`config.mk`:
```
export PLATFORM = sky130hd
export DESIGN_NAME = pfde_ctrl
export DESIGN_NICKNAME = d
export VERILOG_FILES = /design/src/design/pfde_pkg.sv /design/src/design/pfde_ctrl.sv
export SDC_FILE = /design/constraint.sdc
export NUM_CORES = 1
export LEC_CHECK = 0
export BUFFER_PORTS_ARGS = -buffer_cell sky130_fd_sc_hd__clkbuf_2
export CELL_PAD_IN_SITES_DETAIL_PLACEMENT = 1
export CELL_PAD_IN_SITES_GLOBAL_PLACEMENT = 2
export CORE_ASPECT_RATIO = 1.5
export CORE_MARGIN = 2
export CORE_UTILIZATION = 35
export CTS_BUF_LIST = sky130_fd_sc_hd__clkbuf_8
export CTS_CLUSTER_SIZE = 10
export DETAILED_ROUTE_END_ITERATION = 16
export GPL_TIMING_DRIVEN = 0
export HOLD_SLACK_MARGIN = 0.12
export PLACE_DENSITY_LB_ADDON = 0.1
export SYNTH_ARGS = -nofsm -noshare
export SYNTH_HDL_FRONTEND = slang
export SYNTH_SLANG_ARGS = --single-unit
```
`constraint.sdc`:
```
create_clock -name clk -period 7.9 [get_ports clk]
set_input_delay 1.58 -clock clk [delete_from_list [all_inputs] [get_ports clk]]
set_output_delay 1.58 -clock clk [all_outputs]
set_load 0.1 [all_outputs]
```
`src/design/pfde_pkg.sv`:
```
// Package for the page frame store drawing engine.
// Holds the opcode and state types, store geometry and the buses between modules.
// Depends on nothing.
package pfde_pkg;

  localparam int StoreDepth = 1024;
  localparam int AddrW      = 10;
  localparam int CoordW     = 11;
  localparam int DataW      = 8;

  typedef enum logic [2:0] {
    OP_PIXEL      = 3'd0,
    OP_HLINE      = 3'd1,
    OP_VLINE      = 3'd2,
    OP_RECT       = 3'd3,
    OP_FILL_RECT  = 3'd4,
    OP_FILL_STORE = 3'd5,
    OP_READ       = 3'd6,
    OP_NONE       = 3'd7
  } op_t;

  typedef enum logic [2:0] {
    ST_SWEEP,
    ST_IDLE,
    ST_BOX,
    ST_RD,
    ST_WR,
    ST_RDB,
    ST_FIN
  } state_t;

  typedef struct packed {
    logic             we;
    logic [AddrW-1:0] waddr;
    logic [DataW-1:0] wdata;
    logic [AddrW-1:0] raddr;
  } mem_req_t;

  typedef struct packed {
    logic             valid;
    logic [DataW-1:0] data;
  } result_t;

endpackage

```
`src/design/pfde_ctrl.sv`:
```
// Command sequencer: orders and clips each box, then walks it one pixel at a
// time with a read-modify-write of the store byte. Also runs the store sweeps.
// Depends on pfde_pkg.
module pfde_ctrl #(
  parameter int SCREEN_WIDTH  = 128,
  parameter int SCREEN_HEIGHT = 64
) (
  input  logic                                 clk,
  input  logic                                 rst,
  input  logic                                 start,
  output logic                                 busy,
  input  logic [2:0]                           opcode,
  input  logic signed [pfde_pkg::CoordW-1:0]   x1,
  input  logic signed [pfde_pkg::CoordW-1:0]   y1,
  input  logic signed [pfde_pkg::CoordW-1:0]   x2,
  input  logic signed [pfde_pkg::CoordW-1:0]   y2,
  input  logic                                 pixel_state,
  input  logic                                 expand,
  input  logic [pfde_pkg::DataW-1:0]           fill_value,
  input  logic [pfde_pkg::AddrW-1:0]           read_index,
  output pfde_pkg::mem_req_t                   mem_req,
  input  logic [pfde_pkg::DataW-1:0]           rdata,
  output pfde_pkg::result_t                    res
);

  localparam int XW     = $clog2(SCREEN_WIDTH);
  localparam int YW     = $clog2(SCREEN_HEIGHT);
  localparam int IdxMax = ((SCREEN_HEIGHT - 1) / 8) * SCREEN_WIDTH + SCREEN_WIDTH - 1;
  localparam int IW     = $clog2(IdxMax + 1) + 1;
  localparam int CW     = pfde_pkg::CoordW;

  localparam logic signed [CW-1:0] XMax = CW'(SCREEN_WIDTH - 1);
  localparam logic signed [CW-1:0] YMax = CW'(SCREEN_HEIGHT - 1);
  localparam logic signed [CW-1:0] Zero = '0;

  pfde_pkg::state_t state, state_next;
  pfde_pkg::op_t    op;

  logic signed [CW-1:0]         rx1, rx2, ry1, ry2;
  logic                         on;
  logic [pfde_pkg::AddrW-1:0]   ridx;
  logic [pfde_pkg::DataW-1:0]   fillv;
  logic                         sweep_res;
  logic [pfde_pkg::AddrW-1:0]   cnt;
  logic [1:0]                   box;
  logic [XW-1:0]                xa, xb, x;
  logic [YW-1:0]                ya, yb, y;

  // Ordering and growth of the incoming command.
  pfde_pkg::op_t        in_op;
  logic                 ordx, ordy, grow;
  logic signed [CW-1:0] ox1, ox2, oy1, oy2, ey1, ey2;

  always_comb begin
    in_op = pfde_pkg::op_t'(opcode);
    ordx  = (in_op == pfde_pkg::OP_HLINE) || (in_op == pfde_pkg::OP_RECT) ||
            (in_op == pfde_pkg::OP_FILL_RECT);
    ordy  = (in_op == pfde_pkg::OP_VLINE) || (in_op == pfde_pkg::OP_RECT) ||
            (in_op == pfde_pkg::OP_FILL_RECT);
    grow  = (in_op == pfde_pkg::OP_FILL_RECT) && expand;
    ox1   = (ordx && (x1 > x2)) ? x2 : x1;
    ox2   = (ordx && (x1 > x2)) ? x1 : x2;
    oy1   = (ordy && (y1 > y2)) ? y2 : y1;
    oy2   = (ordy && (y1 > y2)) ? y1 : y2;
    ey1   = (grow && (oy1 > Zero)) ? oy1 - CW'(1) : oy1;
    ey2   = (grow && (oy2 < YMax)) ? oy2 + CW'(1) : oy2;
  end

  // Box selection for the current step of the command.
  logic signed [CW-1:0] bx1, bx2, by1, by2, cxa, cxb, cya, cyb;
  logic [1:0]           box_last;
  logic                 empty, last_box;

  always_comb begin
    bx1 = rx1;
    bx2 = rx2;
    by1 = ry1;
    by2 = ry2;
    unique case (op)
      pfde_pkg::OP_PIXEL: begin
        bx2 = rx1;
        by2 = ry1;
      end
      pfde_pkg::OP_HLINE: by2 = ry1;
      pfde_pkg::OP_VLINE: bx2 = rx1;
      pfde_pkg::OP_RECT: begin
        unique case (box)
          2'd0:    bx2 = rx1;
          2'd1:    bx1 = rx2;
          2'd2:    by2 = ry1;
          default: by1 = ry2;
        endcase
      end
      default: ;
    endcase
    box_last = (op == pfde_pkg::OP_RECT) ? 2'd3 : 2'd0;
    last_box = (box == box_last);
    cxa   = (bx1 < Zero) ? Zero : bx1;
    cxb   = (bx2 > XMax) ? XMax : bx2;
    cya   = (by1 < Zero) ? Zero : by1;
    cyb   = (by2 > YMax) ? YMax : by2;
    empty = (cxa > cxb) || (cya > cyb);
  end

  // Byte index of the current pixel; pages are eight rows tall.
  logic [IW-1:0]              idx;
  logic                       oor, x_end, y_end, advance;
  logic [pfde_pkg::DataW-1:0] mask;

  assign idx   = ((IW'(y) >> 3) * IW'(SCREEN_WIDTH)) + IW'(x);
  assign oor   = (int'(idx) >= pfde_pkg::StoreDepth);
  assign x_end = (x == xb);
  assign y_end = (y == yb);
  assign mask  = pfde_pkg::DataW'(1) << y[2:0];
  assign advance = (state == pfde_pkg::ST_WR) || ((state == pfde_pkg::ST_RD) && oor);

  always_comb begin
    state_next    = state;
    mem_req.we    = 1'b0;
    mem_req.waddr = pfde_pkg::AddrW'(idx);
    mem_req.wdata = on ? (rdata | mask) : (rdata & ~mask);
    mem_req.raddr = pfde_pkg::AddrW'(idx);
    res.valid     = 1'b0;
    res.data      = (op == pfde_pkg::OP_READ) ? rdata : '0;
    unique case (state)
      pfde_pkg::ST_SWEEP: begin
        mem_req.we    = 1'b1;
        mem_req.waddr = cnt;
        mem_req.wdata = fillv;
        if (cnt == '1) begin
          state_next = sweep_res ? pfde_pkg::ST_FIN : pfde_pkg::ST_IDLE;
        end
      end
      pfde_pkg::ST_IDLE: begin
        if (start) begin
          unique case (in_op)
            pfde_pkg::OP_FILL_STORE: state_next = pfde_pkg::ST_SWEEP;
            pfde_pkg::OP_READ:       state_next = pfde_pkg::ST_RDB;
            pfde_pkg::OP_NONE:       state_next = pfde_pkg::ST_FIN;
            default:                 state_next = pfde_pkg::ST_BOX;
          endcase
        end
      end
      pfde_pkg::ST_BOX: begin
        if (!empty) begin
          state_next = pfde_pkg::ST_RD;
        end else if (last_box) begin
          state_next = pfde_pkg::ST_FIN;
        end
      end
      pfde_pkg::ST_RD, pfde_pkg::ST_WR: begin
        if (state == pfde_pkg::ST_WR) begin
          mem_req.we = 1'b1;
        end
        if (state == pfde_pkg::ST_RD && !oor) begin
          state_next = pfde_pkg::ST_WR;
        end else if (!(x_end && y_end)) begin
          state_next = pfde_pkg::ST_RD;
        end else begin
          state_next = last_box ? pfde_pkg::ST_FIN : pfde_pkg::ST_BOX;
        end
      end
      pfde_pkg::ST_RDB: begin
        mem_req.raddr = ridx;
        state_next    = pfde_pkg::ST_FIN;
      end
      pfde_pkg::ST_FIN: begin
        res.valid  = 1'b1;
        state_next = pfde_pkg::ST_IDLE;
      end
      default: state_next = pfde_pkg::ST_IDLE;
    endcase
  end

  assign busy = (state != pfde_pkg::ST_IDLE);

  always_ff @(posedge clk) begin
    if (rst) begin
      state     <= pfde_pkg::ST_SWEEP;
      cnt       <= '0;
      fillv     <= '0;
      sweep_res <= 1'b0;
    end else begin
      state <= state_next;
      if (state == pfde_pkg::ST_SWEEP) begin
        cnt <= cnt + pfde_pkg::AddrW'(1);
      end
      if (state == pfde_pkg::ST_IDLE && start) begin
        op        <= in_op;
        rx1       <= ox1;
        rx2       <= ox2;
        ry1       <= ey1;
        ry2       <= ey2;
        on        <= (in_op == pfde_pkg::OP_PIXEL || in_op == pfde_pkg::OP_HLINE ||
                      in_op == pfde_pkg::OP_VLINE) ? pixel_state : 1'b1;
        ridx      <= read_index;
        fillv     <= fill_value;
        sweep_res <= 1'b1;
        cnt       <= '0;
        box       <= '0;
      end
      if (state == pfde_pkg::ST_BOX) begin
        if (!empty) begin
          xa <= XW'(cxa);
          xb <= XW'(cxb);
          x  <= XW'(cxa);
          ya <= YW'(cya);
          yb <= YW'(cyb);
          y  <= YW'(cya);
        end else if (!last_box) begin
          box <= box + 2'd1;
        end
      end
      if (advance) begin
        if (!x_end) begin
          x <= x + XW'(1);
        end else begin
          x <= xa;
          if (!y_end) begin
            y <= y + YW'(1);
          end else if (!last_box) begin
            box <= box + 2'd1;
          end
        end
      end
    end
  end

  a_accept_busy: assert property (@(posedge clk) disable iff (rst)
    (start && !busy) |=> busy)
    else $error("accepted item did not make the engine busy");

  a_no_idle_write: assert property (@(posedge clk) disable iff (rst)
    (state == pfde_pkg::ST_IDLE) |-> !mem_req.we)
    else $error("store written while idle");

  a_walk_in_box: assert property (@(posedge clk) disable iff (rst)
    (state == pfde_pkg::ST_WR) |-> (x >= xa && x <= xb && y >= ya && y <= yb))
    else $error("pixel walk left its box");

  a_zero_result: assert property (@(posedge clk) disable iff (rst)
    (res.valid && op != pfde_pkg::OP_READ) |-> (res.data == '0))
    else $error("non-read command returned data");

  a_write_follows_read: assert property (@(posedge clk) disable iff (rst)
    (state == pfde_pkg::ST_WR) |-> ($past(state) == pfde_pkg::ST_RD && !$past(oor)))
    else $error("store write without a preceding read");

endmodule

```
## Word-level counts from Yosys, hierarchy flattened

Cells that the tools add are included.

| word-level totals | value |
|---|---|
| logic and storage cells | 154 |
| output and inout bits | 39 |
| register bits | 115 |

| operators by class | value |
|---|---|
| reduce and logical (&&, ||, !) cells | 32 |
| mux-type cells | 53 |
| shift operators | 1 |
| bitwise gates (word level) | 5 |
| add/sub/neg operators | 7 |
| magnitude comparators | 11 |
| eq/ne operators | 28 |

Operators with widths:

| operator | number |
|---|---|
| two-way mux 11 bit | 16 |
| greater-than comparator 11 bit | 4 |
| one-hot mux 11 bit (2 select lines) | 2 |
| two-way mux 6 bit | 5 |
| two-way mux 7 bit | 4 |
| equality test 3 bit (second input constant) | 8 |
| two-way mux 3 bit | 8 |
| less-than comparator 11 x 1 -> 1 bit (second input constant) | 2 |
| equality test 3 x 2 -> 1 bit (second input constant) | 6 |
| two-way mux 18 bit | 1 |
| two-way mux 2 bit | 9 |
| two-way mux 8 bit | 2 |
| one-hot mux 3 bit (5 select lines) | 1 |
| adder 10 x 7 -> 11 bit | 1 |
| adder 11 x 2 -> 11 bit (second input constant) | 1 |
| >= comparator 11 bit (second input constant) | 1 |
| greater-than comparator 11 x 1 -> 1 bit (second input constant) | 1 |
| greater-than comparator 11 x 7 -> 1 bit (second input constant) | 1 |
| greater-than comparator 11 x 8 -> 1 bit (second input constant) | 1 |
| less-than comparator 11 x 7 -> 1 bit (second input constant) | 1 |
| subtractor 11 x 2 -> 11 bit (second input constant) | 1 |
| adder 10 x 1 -> 10 bit (second input constant) | 1 |
| equality test 10 bit (second input constant) | 1 |
| two-way mux 10 bit | 1 |
| 31 further kinds | 58 |

## Longest topological paths before layout

| logic depth | value |
|---|---|
| word-level depth | 14 |
| depth in mapped cells | 19 |
| mapped depth without buffers | 17 |

## Worst setup path before layout

Ideal clock, no wire load.

| timing | value |
|---|---|
| path kind | input to register |
| from | input y2[7] (netlist bit) |
| to | register ry1[9] (data pin) |
| setup time | 261 ps |
| cell stages on the path | 19 |
| arrival time | 5255 ps |
| path slack | 2384 ps |
| cell sequence | clkbuf_1 -> inv_1 -> ha_1 -> a21o_1 -> a2111o_1 -> a2111oi_4 -> or2_1 -> buf_6 -> buf_8 -> buf_4 -> a21oi_1 -> ha_1 -> nor4b_1 -> a311oi_2 -> nand3_2 -> or3_4 -> nor3_4 -> xnor2_1 -> mux2i_1 |

| between the ends | value |
|---|---|
| longest elaborated chain between the ends | 6 |
| elaborated cells on any way between the ends | 7 |
| classes of those cells | add/sub (1); order compare (2); mux (2); reduce/logical (2) |

RTL lines:

| what | line | text |
|---|---|---|
| start: declaration | pfde_ctrl.sv:16 | `input logic signed [pfde_pkg::CoordW-1:0] y2,` |
| greater-than comparator 11 bit | pfde_ctrl.sv:63 | `oy1 = (ordy && (y1 > y2)) ? y2 : y1;` |
| logical AND 1 bit | pfde_ctrl.sv:63 |  |
| two-way mux 11 bit (*) | pfde_ctrl.sv:63 |  |
| greater-than comparator 11 x 1 -> 1 bit | pfde_ctrl.sv:65 | `ey1 = (grow && (oy1 > Zero)) ? oy1 - CW'(1) : oy1;` |
| logical AND 1 bit | pfde_ctrl.sv:65 |  |
| two-way mux 11 bit (*) | pfde_ctrl.sv:65 |  |
| via ey1[9] | pfde_ctrl.sv:52 | `logic signed [CW-1:0] ox1, ox2, oy1, oy2, ey1, ey2;` |
| end signal: assignment | pfde_ctrl.sv:192 | `ry1 <= ey1;` |
| end: declaration | pfde_ctrl.sv:39 | `logic signed [CW-1:0] rx1, rx2, ry1, ry2;` |

The timed path passes the listed nets; every way through them passes the cells marked *.
A chain may end at the register's enable or synchronous reset.

## Worst setup path after layout

| timing | value |
|---|---|
| from | input y2[7] (netlist bit) |
| to | register ry1[6] (data pin) |

The elaborated chain is that of the path after synthesis.

==> metrics.cfg <==
[logic_synthesis]
synthAdderAreaFrac_pct=8.21
synthMuxAreaShare_pct=10.1
synth-xor-area-share_pct=5.75
synth_area_um2=8530
synth_top_family_by_area=simple AND/OR/NAND/NOR gates
synth_warnings=0
synth-main-ff-cell=edfxtp_1
ys_types=79
synth-simple-area-share_pct=19.5
synth_nets=1032
synth_cells=898
synth-compound-area-share_pct=13.4
synth_common_cells=edfxtp_1, nand2_1, o21ai_0, ha_1, inv_1
ys_async_sr_fraction_pct=0
synth.largest_area_cell=edfxtp_1
netlist_top_cells_area=edfxtp_1, ha_1, mux2_2
synth_edf_count=93
synth_top_area_share_pct=32.7
synth_area_per_cell_um2=9.50
yosysSeqAreaShare_pct=37.9
ys_ff_latch=115

[worst_setup_path]
r2r_end=x[2]$_DFFE_PP_
endpoint_kind=flop
required_ns=8.09
slowest_stage=nor4b_1
max_stage_delay_ns=0.67
r2r_slack_ns=2.90
worst_setup_path_start_kind=input port
r2r_cells=15
timing.rr.start=box[0]$_DFFE_PN_
crit_arrival_ns=5.99
criticalPathCategory=in -> reg
path_cells=clkbuf_1 -> inv_1 -> ha_1 -> a21o_1 -> a2111o_1 -> a2111oi_4 -> or2_1 -> buf_6 -> buf_4 -> nor2_1 -> a21oi_1 -> ha_1 -> nor4b_1 -> nor4b_1 -> nand2_1 -> xnor2_1 -> mux2_2
critPathMaxFanout=10

[routing]
drc=0
drtPass1Iterations=4
via_per_inst=5.01
wl_um=23000
drt-initial-drc-count=220
drtAntennaViolNets=0
wl_per_cell_um=16.8
vias=6853

[timing]
finClkSkew_ns=0.0205
rsz0062_at_grt=no
slew_violations=0
finalCriticalPeriod_ns=5.80
relSlewSlack_pct=37.0
hold_violations=0
finalSetupViolations=0
tightest_slew_ns=0.943
worst_slack_ns=2.10
fin_crit_sh_pct=73.4
fmax_mhz=172
fin_setup_tns_ns=0

[floorplan]
start_util_pct=35.3
core_um2=24200
die_area_um2=25700
fp.dieW_um=131
io_pins=117
row_count=70
fp.dieH_um=195

[clock_tree]
clkTransAtPathRegs_ns=0.07
cts_root_buffer=clkbuf_8
clk_latency_ns=0.46
cts_tree=done
cts_buffers=17
cts-resized-gates=0
cts_max_path_buffers=2
cts_hold_buf=0
cts.htree.levels=4
cts_post_setup_buffers_inserted=0
cts_sinks=115

[job]
drv_cap=0

[power_and_ir_drop]
power.density_nw_per_um2=144
p_leak_nw=4.02
irDropWorstVdd_v=0.000105

[global_route]
track_usage_pct=18.5
grt_max_degree=32
grt_use_met3_pct=3.22
grt_use_met2_pct=35.3
grt_pass1_vias=7313
busiest_layer=met2
antenna_found_initial=0
grt_pass1_wl_um=38000
grt_util_met1_pct=21.0
overflow=0

[worst_hold_path]
worst_hold_path_type=reg -> reg
hold_end=fillv[7]$_SDFFE_PP0P_
hold_start=fillv[7]$_SDFFE_PP0P_
hold-path-cell-count=2

[layout]
post-route-util_pct=41.2
antenna_cells=0
nets=1165
layout-drive-gt1-share_pct=22.3
syn_to_final_growth_pct=16.7
fill_cells=2884

[place]
numPortBuffers=112
hpwl_um=18900
pre_cts_slack_ns=1.58
gp_congestion=0.787

[status]
status=complete, no violations

[state kept, by name (all words and copies together) (netlist names)]
name and flops:
xa 7, fillv 8, yb 6, y 6, ry1 11, op 3, xb 7, box 2
cnt 10, state 3, ry2 11, x 7, ridx 10, rx1 11, sweep_res 1, on 1
rx2 11
[worst max-delay path, delay by kind of cell]
family	cells	cell delay, ns
mux	1	0.28
xor+xnor	1	0.15
fa+ha+maj	2	0.48
simple gates	5	1.61
buf+inv	4	0.69
compound gates	4	1.21
[cell families (layout without fill, tap and decap cells)]
| logic type | count (synthesis) | in the layout |
|---|---|---|
| DFF | 115 | 115 |
| adders and majority gates | 56 | 56 |
| muxes | 80 | 80 |
| buffers and inverters | 102 | 248 |
| and+or+nand+nor | 313 | 313 |
| AOI/OAI and AO/OA | 176 | 176 |
| xor gates and xnor gates | 56 | 56 |
[worst max-delay path by stage]
stage	start	to	slack, ns	depth (start not counted)
global placement	y2[7]	ry1[6]$_DFFE_PP_	1.60	16
CTS	y2[7]	ry1[6]$_DFFE_PP_	2.07	16
detailed placement	y2[7]	ry1[6]$_DFFE_PP_	1.58	16
global route	y2[7]	ry1[6]$_DFFE_PP_	1.69	16
finish	y2[7]	ry1[6]$_DFFE_PP_	2.10	17
floorplan	y2[7]	ry1[9]$_DFFE_PP_	2.38	19
[per-stage QoR]
step	hold WS [ns]	total power [mW]	instance area [µm²]	cells
floorplan	0.431	0.807	8530	898
global placement	0.448	0.871	9500	1334
detailed placement	0.450	0.872	9540	1336
CTS	0.468	1.45	9960	1368
global route	0.484	1.49	9960	1368
finish	0.461	1.43	9960	1368
[layout make-up]
class	instances	area, µm²	area share [%]
Multi-Input combinational cell	681	4870	48.9
Sequential cell	115	3230	32.5
Timing Repair Buffer	114	596	5.98
Tap cell	324	405	4.07
Clock buffer	17	234	2.35
Buffer	47	228	2.29
Inverter	55	206	2.07
Clock inverter	15	183	1.83
[where the power goes]
part / internal (mW) / switching, mW
clock: 0.313 / 0.262
combinational: 0.0788 / 0.114
sequential: 0.659 / 0.00462
total: 1.05 / 0.381
[cell usage in the layout, fill, tap and decap left out, types with 5 or more instances in the layout]
cell	n
clkbuf_1	31
mux2i_1	34
edfxtp_1	93
and2_1	18
inv_1	54
or2_2	5
a21o_1	8
clkbuf_2	112
xnor2_1	33
nand2_1	93
a21boi_0	5
mux2_2	43
nor2_1	48
nand4_1	16
o21ai_0	60
nand3_1	31
dfxtp_1	22
ha_1	56
nand3b_1	12
a31oi_1	9
clkinv_4	5
buf_2	8
nor3_1	17
xor2_1	23
a21oi_1	48
clkbuf_8	17
nand2b_1	21
o21a_1	6
and3_1	8
nor4_1	10
nor3b_1	6
[layer usage]
metal	routed length (µm)	vias to the layer above
li1	-	3501
met1	9690	3241
met2	12400	95
met3	567	16
met4	302	0
met5	0	-
Note: power is estimated with default switching activity, not from simulation.
